$ cat src/rtl/tc3_pkg.sv
// Shared types and constants for the 3-bit processor step block.
// Used by the channel interfaces, the data memory, the execute logic and the top level.
package tc3_pkg;

  localparam int WORD_W    = 3;
  localparam int PC_W      = 9;
  localparam int MEM_WORDS = 64;
  localparam int ADDR_W    = $clog2(MEM_WORDS);

  typedef logic [WORD_W-1:0] word_t;
  typedef logic [ADDR_W-1:0] addr_t;
  typedef logic [PC_W-1:0]   pc_t;

  typedef enum logic [WORD_W-1:0] {
    OP_HALT   = 3'd0,
    OP_MOVL   = 3'd1,
    OP_ADD    = 3'd2,
    OP_SUB    = 3'd3,
    OP_CMP    = 3'd4,
    OP_JEQ    = 3'd5,
    OP_JGT    = 3'd6,
    OP_MOVOUT = 3'd7
  } op_t;

  // Architectural state other than data memory
  typedef struct packed {
    pc_t  pc;
    logic eq;
    logic gt;
    logic halt;
  } cpu_state_t;

  // Data memory write request
  typedef struct packed {
    logic  en;
    addr_t addr;
    word_t data;
  } mem_wr_t;

endpackage

$ cat src/rtl/tc3_instr_if.sv
// Instruction channel: valid/ready handshake with opcode and three operand fields.
// Depends on tc3_pkg for the field widths.
interface tc3_instr_if import tc3_pkg::*; ();
  logic  valid;
  logic  ready;
  word_t cmd;
  word_t field_a;
  word_t field_b;
  word_t field_c;

  modport source (output valid, output cmd, output field_a, output field_b,
                  output field_c, input ready);
  modport sink   (input valid, input cmd, input field_a, input field_b,
                  input field_c, output ready);
endinterface

$ cat src/rtl/tc3_result_if.sv
// Result channel: valid/ready handshake with pc, flags and memory write report.
// Depends on tc3_pkg for the field widths.
interface tc3_result_if import tc3_pkg::*; ();
  logic  valid;
  logic  ready;
  pc_t   next_pc;
  logic  halted;
  logic  mem_written;
  addr_t write_address;
  word_t write_value;
  logic  equal_mark;
  logic  greater_mark;

  modport source (output valid, output next_pc, output halted, output mem_written,
                  output write_address, output write_value, output equal_mark,
                  output greater_mark, input ready);
  modport sink   (input valid, input next_pc, input halted, input mem_written,
                  input write_address, input write_value, input equal_mark,
                  input greater_mark, output ready);
endinterface

$ cat src/rtl/tc3_dmem.sv
// Data memory: 64 words of 3 bits, one write port, two registered read ports.
// Per-word valid bits give zero reads after reset; depends on tc3_pkg.
module tc3_dmem import tc3_pkg::*; (
  input  logic    clk,
  input  logic    rst,
  input  mem_wr_t wr,
  input  logic    rd_en,
  input  addr_t   raddr0,
  input  addr_t   raddr1,
  output word_t   rdata0,
  output word_t   rdata1
);

  word_t                mem [MEM_WORDS];
  logic [MEM_WORDS-1:0] vld;

  always_ff @(posedge clk) begin
    if (wr.en) begin
      mem[wr.addr] <= wr.data;
    end
  end

  always_ff @(posedge clk) begin
    if (rst) begin
      vld <= '0;
    end else if (wr.en) begin
      vld[wr.addr] <= 1'b1;
    end
  end

  // Pass a same-cycle write straight through to the reader
  always_ff @(posedge clk) begin
    if (rd_en) begin
      if (wr.en && wr.addr == raddr0) begin
        rdata0 <= wr.data;
      end else begin
        rdata0 <= vld[raddr0] ? mem[raddr0] : '0;
      end
      if (wr.en && wr.addr == raddr1) begin
        rdata1 <= wr.data;
      end else begin
        rdata1 <= vld[raddr1] ? mem[raddr1] : '0;
      end
    end
  end

endmodule

$ cat src/rtl/tc3_exec.sv
// Execute logic: decodes one instruction and forms the next state and memory write.
// Purely combinational; depends on tc3_pkg.
module tc3_exec import tc3_pkg::*; (
  input  word_t      cmd,
  input  word_t      field_a,
  input  word_t      field_b,
  input  word_t      field_c,
  input  word_t      opnd0,
  input  word_t      opnd1,
  input  cpu_state_t cur,
  output cpu_state_t nxt,
  output mem_wr_t    wr
);

  op_t op;
  pc_t target;

  assign op     = op_t'(cmd);
  assign target = {field_a, field_b, field_c};

  always_comb begin
    nxt    = cur;
    nxt.pc = cur.pc + pc_t'(1);
    wr     = '0;
    unique case (op)
      OP_HALT: begin
        nxt.halt = 1'b1;
        nxt.pc   = '0;
      end
      OP_MOVL: begin
        wr.en   = 1'b1;
        wr.addr = {field_b, field_c};
        wr.data = field_a;
      end
      OP_ADD: begin
        wr.en   = 1'b1;
        wr.addr = {{WORD_W{1'b0}}, field_c};
        wr.data = opnd0 + opnd1;
      end
      OP_SUB: begin
        wr.en   = 1'b1;
        wr.addr = {{WORD_W{1'b0}}, field_c};
        wr.data = opnd0 - opnd1;
      end
      OP_CMP: begin
        nxt.eq = (opnd0 == opnd1);
        nxt.gt = (opnd0 > opnd1);
      end
      OP_JEQ: begin
        if (cur.eq) nxt.pc = target;
      end
      OP_JGT: begin
        if (cur.gt) nxt.pc = target;
      end
      OP_MOVOUT: begin
        wr.en   = 1'b1;
        wr.addr = {field_b, field_c};
        wr.data = opnd0;
      end
      default: begin
        nxt = cur;
      end
    endcase
  end

endmodule

$ cat src/rtl/tiny_3bit_cpu_step.sv
// Throughput: one instruction per cycle unless the result sink stalls; set by the
//   memory read, execute and write-back loop, with same-cycle writes passed through
//   to the read registers.
// Reset (rst, synchronous): pc, flags, halted mark and source page go to zero; data
//   memory reads as zero through per-word valid bits, so no clearing pass is needed.
module tiny_3bit_cpu_step import tc3_pkg::*; (
  input  logic  clk,
  input  logic  rst,
  input  logic  cfg_wr_en,
  input  word_t cfg_wr_data,
  tc3_instr_if.sink    instr,
  tc3_result_if.source result
);

  word_t      source_page;
  cpu_state_t state;
  cpu_state_t state_next;
  mem_wr_t    wr;

  logic  s1_valid;
  word_t s1_cmd;
  word_t s1_a;
  word_t s1_b;
  word_t s1_c;
  word_t opnd0;
  word_t opnd1;
  addr_t raddr0;
  addr_t raddr1;
  logic  s1_fire;
  logic  accept;
  mem_wr_t mem_wr;

  assign s1_fire     = s1_valid && (!result.valid || result.ready);
  assign instr.ready = !s1_valid || s1_fire;
  assign accept      = instr.valid && instr.ready;

  always_comb begin
    raddr0 = {{WORD_W{1'b0}}, instr.field_a};
    raddr1 = {{WORD_W{1'b0}}, instr.field_b};
    if (instr.cmd == OP_MOVOUT) raddr0 = {source_page, instr.field_a};
    if (instr.cmd == OP_CMP)    raddr1 = {instr.field_b, instr.field_c};
  end

  always_ff @(posedge clk) begin
    if (rst) begin
      source_page <= '0;
    end else if (cfg_wr_en) begin
      source_page <= cfg_wr_data;
    end
  end

  // Instruction register
  always_ff @(posedge clk) begin
    if (rst) begin
      s1_valid <= 1'b0;
    end else if (instr.ready) begin
      s1_valid <= instr.valid;
    end
  end

  always_ff @(posedge clk) begin
    if (accept) begin
      s1_cmd <= instr.cmd;
      s1_a   <= instr.field_a;
      s1_b   <= instr.field_b;
      s1_c   <= instr.field_c;
    end
  end

  assign mem_wr = '{en: wr.en && s1_fire, addr: wr.addr, data: wr.data};

  tc3_dmem u_dmem (
    .clk    (clk),
    .rst    (rst),
    .wr     (mem_wr),
    .rd_en  (accept),
    .raddr0 (raddr0),
    .raddr1 (raddr1),
    .rdata0 (opnd0),
    .rdata1 (opnd1)
  );

  tc3_exec u_exec (
    .cmd     (s1_cmd),
    .field_a (s1_a),
    .field_b (s1_b),
    .field_c (s1_c),
    .opnd0   (opnd0),
    .opnd1   (opnd1),
    .cur     (state),
    .nxt     (state_next),
    .wr      (wr)
  );

  always_ff @(posedge clk) begin
    if (rst) begin
      state <= '0;
    end else if (s1_fire) begin
      state <= state_next;
    end
  end

  // Result register: hold while the sink stalls
  always_ff @(posedge clk) begin
    if (rst) begin
      result.valid <= 1'b0;
    end else if (s1_fire) begin
      result.valid <= 1'b1;
    end else if (result.ready) begin
      result.valid <= 1'b0;
    end
  end

  always_ff @(posedge clk) begin
    if (s1_fire) begin
      result.next_pc       <= state_next.pc;
      result.halted        <= state_next.halt;
      result.mem_written   <= wr.en;
      result.write_address <= wr.addr;
      result.write_value   <= wr.data;
      result.equal_mark    <= state_next.eq;
      result.greater_mark  <= state_next.gt;
    end
  end

  a_halt_sticky: assert property (@(posedge clk) disable iff (rst)
    !$past(rst) && $past(state.halt) |-> state.halt)
    else $error("halted mark cleared without reset");

  a_halt_pc: assert property (@(posedge clk) disable iff (rst)
    s1_fire && s1_cmd == OP_HALT |=> state.pc == '0 && state.halt)
    else $error("halt did not send pc to zero");

  a_no_write_zero: assert property (@(posedge clk) disable iff (rst)
    result.valid && !result.mem_written |->
      result.write_address == '0 && result.write_value == '0)
    else $error("write report not zero without a memory write");

  a_fire_result: assert property (@(posedge clk) disable iff (rst)
    s1_fire |=> result.valid)
    else $error("executed instruction produced no result");

endmodule
$ cat src/flat_wrapper.sv
// flat-port wrapper written by rule: the top's interface ports become plain ports
module tiny_3bit_cpu_step_flat import tc3_pkg::*;
  (clk, rst, cfg_wr_en, cfg_wr_data, instr_valid, instr_cmd, instr_field_a, instr_field_b, instr_field_c, instr_ready, result_valid, result_next_pc, result_halted, result_mem_written, result_write_address, result_write_value, result_equal_mark, result_greater_mark, result_ready);
  tc3_instr_if instr_i ();
  tc3_result_if result_i ();
  input  logic clk;
  input  logic rst;
  input  logic cfg_wr_en;
  input  word_t cfg_wr_data;
  input wire logic [$bits(instr_i.valid)-1:0] instr_valid;
  input wire logic [$bits(instr_i.cmd)-1:0] instr_cmd;
  input wire logic [$bits(instr_i.field_a)-1:0] instr_field_a;
  input wire logic [$bits(instr_i.field_b)-1:0] instr_field_b;
  input wire logic [$bits(instr_i.field_c)-1:0] instr_field_c;
  output wire logic [$bits(instr_i.ready)-1:0] instr_ready;
  output wire logic [$bits(result_i.valid)-1:0] result_valid;
  output wire logic [$bits(result_i.next_pc)-1:0] result_next_pc;
  output wire logic [$bits(result_i.halted)-1:0] result_halted;
  output wire logic [$bits(result_i.mem_written)-1:0] result_mem_written;
  output wire logic [$bits(result_i.write_address)-1:0] result_write_address;
  output wire logic [$bits(result_i.write_value)-1:0] result_write_value;
  output wire logic [$bits(result_i.equal_mark)-1:0] result_equal_mark;
  output wire logic [$bits(result_i.greater_mark)-1:0] result_greater_mark;
  input wire logic [$bits(result_i.ready)-1:0] result_ready;
  assign instr_i.valid = instr_valid;
  assign instr_i.cmd = instr_cmd;
  assign instr_i.field_a = instr_field_a;
  assign instr_i.field_b = instr_field_b;
  assign instr_i.field_c = instr_field_c;
  assign instr_ready = instr_i.ready;
  assign result_valid = result_i.valid;
  assign result_next_pc = result_i.next_pc;
  assign result_halted = result_i.halted;
  assign result_mem_written = result_i.mem_written;
  assign result_write_address = result_i.write_address;
  assign result_write_value = result_i.write_value;
  assign result_equal_mark = result_i.equal_mark;
  assign result_greater_mark = result_i.greater_mark;
  assign result_i.ready = result_ready;
  tiny_3bit_cpu_step u_core (.clk(clk), .rst(rst), .cfg_wr_en(cfg_wr_en), .cfg_wr_data(cfg_wr_data), .instr(instr_i), .result(result_i));
endmodule
$ cat config.mk
export PLATFORM = sky130hd
export DESIGN_NAME = tiny_3bit_cpu_step_flat
export DESIGN_NICKNAME = d
export VERILOG_FILES = /design/src/rtl/tc3_pkg.sv /design/src/rtl/tc3_instr_if.sv /design/src/rtl/tc3_result_if.sv /design/src/rtl/tc3_dmem.sv /design/src/rtl/tc3_exec.sv /design/src/rtl/tiny_3bit_cpu_step.sv /design/src/flat_wrapper.sv
export SDC_FILE = /design/constraint.sdc
export NUM_CORES = 1
export LEC_CHECK = 0
export ABC_AREA = 1
export ABC_CLOCK_PERIOD_IN_PS = 4500
export BUFFER_PORTS_ARGS = -buffer_cell sky130_fd_sc_hd__buf_2
export CAP_MARGIN = 20
export CORE_AREA = 5 5 206 208
export DETAILED_ROUTE_END_ITERATION = 7
export DIE_AREA = 0 0 211 213
export RECOVER_POWER = 100
export SETUP_SLACK_MARGIN = 0.02
export SYNTH_ARGS = -nofsm -noshare
export SYNTH_HDL_FRONTEND = slang
export SYNTH_HIERARCHICAL = 1
export SYNTH_SLANG_ARGS = --single-unit
$ cat constraint.sdc
create_clock -name clk -period 4.5 [get_ports clk]
set_input_delay 0.9 -clock clk [delete_from_list [all_inputs] [get_ports clk]]
set_output_delay 0.9 -clock clk [all_outputs]
set_load 0.01 [all_outputs]
==> run_results.csv, run 1 <==
group,metric,value,unit
sta,finalCritPeriodShare,80.8,%
run_status,violations,"max-capacitance violations, max-slew violations",
sta,tns,0,ns
worst_setup_path,cp.required,4.92,ns
finish,fill_cells,4044,
place,hpwl,31800,µm
yosys,yosys-top-cells-count,"nand2_1 (750), nand3_1 (455), nor2_1 (233)",
job,drv_cap,2,
routing,vias_per_cell,5.52,
routing,dr.first_iter.drc_count,1541,
global_routing,grt_pass1_vias,13700,
floorplan,die-area,44900,µm²
yosys,synth_top_area_share,42.7,%
clocking,ctsHoldBuffers,0,
sta,fmax,275,MHz
sta,fin_skew,0.0212,ns
floorplan,core.rowCount,74,
yosys,ys.warnings.count,6,
clocking,ctsResizeCount,0,
yosys,synth_nets,2085,
yosys,synth_fa_ha_area_share,0.629,%
yosys,syn_inst,2058,
sta,rsz0062_at_grt,"false",
floorplan,start_util,40.4,%
yosys,yosysMostFrequentCell,"nand2_1",
finish,layout-drive-gt1-share,5.12,%
worst_setup_path,cp.arrival,4.06,ns
power,peakVddDrop,0.000218,V
yosys,synth-xor-area-share,0.322,%
clocking,numCtsBuffers,35,
routing,wl,50400,µm
worst_setup_path,reg2reg_to,"u_core/u_dmem/mem[32][2]",
yosys,synth_edf_count,232,
floorplan,die_width,211,µm
finish,syn_to_final_growth,8.88,%
floorplan,design.portCount,44,
yosys,syn_area,16300,µm²
hold_path,hold_end,"u_core/state[2]",
clocking,clk_pin_slew,0.06,ns
clocking,clockRootBuffer,"clkbuf_16",
global_routing,grt_usage,22.2,%
clocking,cts_buffer_depth,3,
yosys,synth_compound_area_share,1.37,%
yosys,synth_flop_cell,"edfxtp_1",
yosys,synthArstFlopShare,0,%
sta,slew_headroom,-21.8,%
worst_setup_path,r2r_start,"u_core/u_dmem/rdata0[0]",
routing,post-route-drc-count,0,
clocking,post_cts_buffers,0,
hold_path,min_from,"u_core/state[2]",
worst_setup_path,reg2reg_depth,8,
global_routing,antenna_found_initial,0,
power,power_density,382,nW/µm²
place,routabilityCongestion,0.967,
routing,vias,14400,
yosys,synth_top_family_by_area,"simple AND/OR/NAND/NOR gates",
sta,finalSetupViolations,0,
yosys,avgSynthCellArea,7.93,µm²
hold_path,hold_path_depth,2,
worst_setup_path,cp_max_fo,48,
place,io_buffers,43,
run_status,outcome,"complete, but fails checks",
power,p_leak,6.91,nW
hold_path,hold_class,"flop to flop",
routing,dr.pass1.iters,5,
clocking,clock-sinks,313,
yosys,synthMuxAreaShare,0,%
global_routing,grt_max_degree,130,
sta,maxSlewViolCount,99,
worst_setup_path,critical_path_class,"input pin to flop",
sta,finalHoldViolations,0,
clocking,ctsHtreeMaxLevel,2,
global_routing,overflow,0,
routing,post_drt_wl_per_cell,19.4,µm
global_routing,grt_pass1_wl,77700,µm
floorplan,core_area,40400,µm²
clocking,clock_latency,0.56,ns
worst_setup_path,startpoint_type,"input pin",
worst_setup_path,crit_path_end_kind,"flop",
routing,detail-route-antenna-nets,0,
yosys,yosys.area_share.simple,38.5,%
worst_setup_path,r2r_slack,0.87,ns
sta,min_period,3.64,ns
finish,num_antenna_cells,0,
clocking,cts_tree,"done",
yosys,synth.distinct_cells,40,
yosys,yosys_register_bits,313,
floorplan,dieHeight,213,µm
sta,worst_pin_slew,1.83,ns
finish,nets,2072,
yosys,yosys.area.top_type,"edfxtp_1",
finish,final_util,44.0,%
yosys,ys_seq_area_share,52.7,%
yosys,synthTopCellsByArea,"edfxtp_1 (43%), nand2_1 (17%), nand3_1 (14%)",
-- metal layers --
| metal | share of wire (%) | vias up | global-route usage [%] |
|---|---|---|---|
| met1 | 41 | 6754 | 30.5 |
| met2 | 45 | 738 | 34.7 |
| met5 | 0 | - | 0 |
| li1 | - | 6770 | - |
| met4 | 3.9 | 0 | 9.34 |
| met3 | 9.3 | 125 | 4.26 |
-- critical path, stage by stage --
cell and delay, ns:
clkbuf_1 0.92, inv_1 0.78, buf_12 0.41, nand3_1 0.14
nand3_1 0.09, nand2_1 0.12, nand2_1 0.06, nand3_1 0.13
nand3_1 0.13, nand2_1 0.16, nand3_1 0.10, nand2_1 0.07
-- worst max-delay path by stage --
| stage | cells past startpoint | startpoint | slack [ns] | endpoint |
|---|---|---|---|---|
| after floorplan | 4 | u_core/s1_cmd[0] | 1.36 | u_core/result.write_value[0] |
| after global placement | 17 | instr_cmd[1] | 1.0 | u_core/u_dmem/rdata1[1] |
| after detailed placement | 17 | instr_cmd[1] | 0.98 | u_core/u_dmem/rdata1[2] |
| after CTS | 8 | u_core/u_dmem/rdata0[0] | 1.26 | u_core/u_dmem/mem[33][2] |
| after global routing | 12 | instr_field_a[1] | 0.70 | u_core/u_dmem/rdata0[1] |
| final | 12 | instr_field_a[1] | 0.86 | u_core/u_dmem/rdata0[1] |
-- flip-flops by register name (all words and copies together) (netlist names) --
| signal | cells |
|---|---|
| u_core/u_dmem/mem | 192 |
| u_core/u_dmem/vld | 64 |
| u_core/state | 12 |
| u_core/result.next_pc | 9 |
| u_core/result.write_address | 6 |
| u_core/result.write_value | 3 |
| u_core/s1_a | 3 |
| u_core/s1_b | 3 |
| u_core/s1_c | 3 |
| u_core/s1_cmd | 3 |
| u_core/source_page | 3 |
| u_core/u_dmem/rdata0 | 3 |
| u_core/u_dmem/rdata1 | 3 |
| u_core/result.equal_mark | 1 |
| u_core/result.greater_mark | 1 |
| u_core/result.halted | 1 |
| u_core/result.mem_written | 1 |
| u_core/result.valid | 1 |
| u_core/s1_valid | 1 |
-- logic make-up (layout without fill, tap and decap cells) --
| group | after synthesis | after routing |
|---|---|---|
| and+or+nand+nor | 1479 | 1479 |
| DFF | 313 | 313 |
| xor gates and xnor gates | 6 | 6 |
| buffers and inverters | 216 | 230 |
| AOI/OAI and AO/OA | 37 | 37 |
| adders and majority gates | 7 | 7 |
-- where the power goes --
part	total (mW)	internal [mW]	switching [mW]
Combinational	0.796	0.201	0.595
Clock	2.78	1.60	1.18
Sequential	3.21	3.18	0.0263
-- placed cells by master, fill, tap and decap left out, drive strengths merged --
master      n
a2111oi     1
a21oi      20
a221oi      1
a31oi       1
buf        31
bufinv      1
clkbuf     94
clkinv     17
clkinvlp    2
dfxtp      81
edfxtp    232
fa          2
ha          5
inv        85
nand2     753
nand3     464
nand3b      2
nand4       7
nor2      235
nor3       16
nor4        1
o211ai      2
o21a        3
o21ai       7
o22ai       2
or2         1
xnor2       3
xor2        3
-- final cells by class --
cell class | instances | area [µm²] | area share, %
clock buffer | 50 | 992 | 5.59
clock inverter | 14 | 115 | 0.648
inverter | 91 | 345 | 1.94
multi-input combinational | 1529 | 6620 | 37.3
sequential | 313 | 8590 | 48.4
tap | 532 | 666 | 3.75
timing repair buffer | 75 | 434 | 2.44
-- per-stage QoR --
stage          hold slack [ns]  area, µm²  cells  total power, mW  worst slack (ns)
2_1_floorplan            0.429      16300   2058             3.81              1.36
3_5_place_dp             0.468      16800   2540             4.06             0.982
5_1_grt                  0.503      17800   2604             7.05             0.701
6_report                 0.479      17800   2604             6.78             0.864
4_1_cts                  0.484      17900   2604             6.85              1.26
3_3_place_gp             0.467      16800   2540             4.05             0.999
(Power assumes the default switching activity.)
==> run 2, diff against run 1 <==
- ABC_AREA: 1 -> 0
- ABC_CLOCK_PERIOD_IN_PS: 4500 -> 3300
- CORE_AREA: 5 5 206 208 -> 5 5 199 201
- DIE_AREA: 0 0 211 213 -> 0 0 204 206
- clock period: 4.5 -> 3.3 ns (I/O delays scaled with it)
==> run 2 against run 1 <==
Net effect:
- the run still ends with max-capacitance violations, max-slew violations left
- synthesized cell count fell by 46%
- global-route usage fell by 2.8 points
- total power rose by 36%
- sequential power rose by 35%
- first-iteration DRC count fell by 38%
- setup slack got worse by 0.61 ns
- non-clock buffer count rose by 68
- critical path depth fell by 3
- via count fell by 31%
- die area fell by 6.5%
- critical path type is now flop to flop
- highest routed layer is now met5
==> run_results.csv, run 2 <==
group,metric,value,unit
hold_path,hold_class,"input pin to flop",
yosys,synth_edf_count,232,
routing,dr.first_iter.drc_count,956,
finish,multi_input_area,6110,µm²
worst_setup_path,crit_path_end_kind,"flop",
routing,vias,9986,
routing,dr.pass1.iters,7,
power,peakVddDrop,0.000279,V
clocking,numCtsBuffers,36,
routing,post_drt_wl_per_cell,23.3,µm
worst_setup_path,cp_max_fo,24,
finish,layout_common_cells,"edfxtp_1 (232), nor2_1 (198), mux4_2 (89), mux2i_1 (87), dfxtp_1 (81)",
yosys,synthTopCellsByArea,"edfxtp_1 (46%), mux4_2 (13%), dfxtp_1 (11%)",
worst_setup_path,cp.arrival,3.40,ns
routing,post-route-drc-count,0,
worst_setup_path,crit_top_cell,"inv_1",
sta,min_period,3.05,ns
yosys,synth_nets,1148,
finish,num_antenna_cells,0,
worst_setup_path,cp.required,3.65,ns
yosys,ys.warnings.count,6,
routing,wl,41000,µm
finish,fill_cells,3323,
global_routing,overflow,0,
power,power.total,9.21,mW
sta,fin_skew,0.0259,ns
clocking,ctsHtreeMaxLevel,2,
yosys,yosys_register_bits,313,
routing,detail-route-antenna-nets,0,
sta,slew_headroom,-35.0,%
finish,largest_reg_flops,192,
power,power_density,524,nW/µm²
place,routabilityCongestion,0.883,
power,p_leak,6.15,nW
finish,nets,1251,
worst_setup_path,reg2reg_depth,9,
routing,drt-met1-wl,17400,µm
routing,highest_layer,"met5",
sta,finalSetupViolations,0,
yosys,yosys.area.top_type,"edfxtp_1",
global_routing,grt_pass1_wl,61700,µm
global_routing,grt_usage,19.4,%
worst_setup_path,worstSetupPathDepth,9,
yosys,ys_seq_area_share,56.7,%
yosys,synth_top_area_share,46.0,%
job,drv_cap,3,
sta,maxSlewViolCount,148,
run_status,outcome,"complete, but fails checks",
yosys,syn_inst,1121,
finish,layout_commonest_cell,"edfxtp_1",
yosys,synthArstFlopShare,0,%
sta,finalHoldViolations,0,
clocking,post_cts_buffers,0,
floorplan,die_width,204,µm
yosys,syn_area,15100,µm²
worst_setup_path,path_buf_inv,3,
floorplan,die-area,42000,µm²
worst_setup_path,r2r_slack,0.25,ns
clocking,ctsResizeCount,0,
sta,tns,0,ns
worst_setup_path,slowest_stage,"a22o_1",
worst_setup_path,path_delay_family,"compound AO/OA/AOI/OAI gates",
worst_setup_path,startpoint_type,"flop",
yosys,synth_flop_cell,"edfxtp_1",
clocking,clk_pin_slew,0.06,ns
clocking,clockRootBuffer,"clkbuf_16",
routing,vias_per_cell,5.66,
floorplan,core_area,37400,µm²
sta,fmax,328,MHz
finish,layout-drive-gt1-share,20.8,%
routing,wl_met3,2960,µm
global_routing,grt_max_degree,94,
place,io_buffers,43,
hold_path,hold_path_depth,3,
finish,largest-register,"u_core/u_dmem/mem",
worst_setup_path,max_stage_delay,0.97,ns
run_status,violations,"max-capacitance violations, max-slew violations",
sta,rsz0062_at_grt,"false",
worst_setup_path,crit_chain,"inv_1 -> ha_1 -> inv_1 -> fa_1 -> xor2_1 -> mux2i_1 -> o21ai_0 -> a22o_1 -> buf_4",
global_routing,grt_pass1_vias,10000,
clocking,ctsHoldBuffers,0,
floorplan,start_util,40.5,%
yosys,synth.distinct_cells,59,
sta,finalCritPeriodShare,92.3,%
place,hpwl,29700,µm
floorplan,core.rowCount,71,
clocking,cts_tree,"done",
finish,syn_to_final_growth,16.0,%
floorplan,dieHeight,206,µm
clocking,cts_buffer_depth,3,
clocking,clock-sinks,313,
worst_setup_path,critical_path_class,"flop to flop",
floorplan,design.portCount,44,
clocking,clock_latency,0.52,ns
yosys,yosysMostFrequentCell,"edfxtp_1",
yosys,yosys-top-cells-count,"edfxtp_1 (232), nor2_1 (198), mux4_2 (89)",
sta,worst_pin_slew,2.03,ns
yosys,avgSynthCellArea,13.5,µm²
finish,register_area,8590,µm²
finish,reg_top3,"u_core/u_dmem/mem (192), u_core/u_dmem/vld (64), u_core/state (12)",
routing,wl_met2,19400,µm
global_routing,antenna_found_initial,1,
-- run 2: where the power goes --
part	leakage, nW	switching [mW]	internal [mW]	total, mW
Combinational	2.73	0.472	0.334	0.806
Clock	0.605	1.56	2.52	4.08
Sequential	2.81	0.0236	4.30	4.32
-- run 2: worst reg2reg max path, delay by kind of cell, from the launching register on --
| kind | cells | cell delay (ns) |
|---|---|---|
| compound gates | 2 | 1.15 |
| xor+xnor | 1 | 0.19 |
| fa+ha+maj | 2 | 0.54 |
| buf+inv | 3 | 0.51 |
| flops | 1 | 0.42 |
| mux | 1 | 0.10 |
-- run 2: worst paths after layout --
kind / to / from
worst max-delay path: u_core/u_dmem/mem[0][2] / u_core/u_dmem/rdata0[0]
worst min-delay path: u_core/source_page[0] / cfg_wr_data[0]
worst max register to register: u_core/u_dmem/mem[0][2] / u_core/u_dmem/rdata0[0]
worst min register to register: u_core/state[0] / u_core/state[0]
-- run 2: area by class of cell --
type                            count  area share (%)
Clock buffer                       46            5.64
Timing Repair Buffer              143            5.62
Tap cell                          511            3.64
Sequential cell                   313            48.9
Clock inverter                     20            1.34
Multi-Input combinational cell    723            34.8
Inverter                            7           0.149
-- run 2: kinds of logic after synthesis --
kind of cell	synth area share, %
xor gates and xnor gates	1.21
DFF	56.7
AOI/OAI and AO/OA	6.49
buffers and inverters	2.88
adders and majority gates	0.677
and+or+nand+nor	11.6
muxes	20.4
-- run 2: through the flow --
stage	instance area [µm²]	cells	util (%)	hold slack (ns)	worst slack, ns
after global routing	17600	1763	47.0	0.386	0.0896
after detailed placement	16500	1697	44.1	0.473	-0.0840
final	17600	1763	47.0	0.390	0.252
after CTS	17700	1763	47.4	0.341	0.307
after global placement	16500	1697	44.1	0.455	-0.0783
after floorplan	15100	1121	-	0.444	0.198
-- run 2: routing by layer --
metal	vias up	track usage [%]
li1	4493	-
met1	5019	26.2
met2	392	32.1
met3	80	3.51
met4	2	6.15
met5	-	0
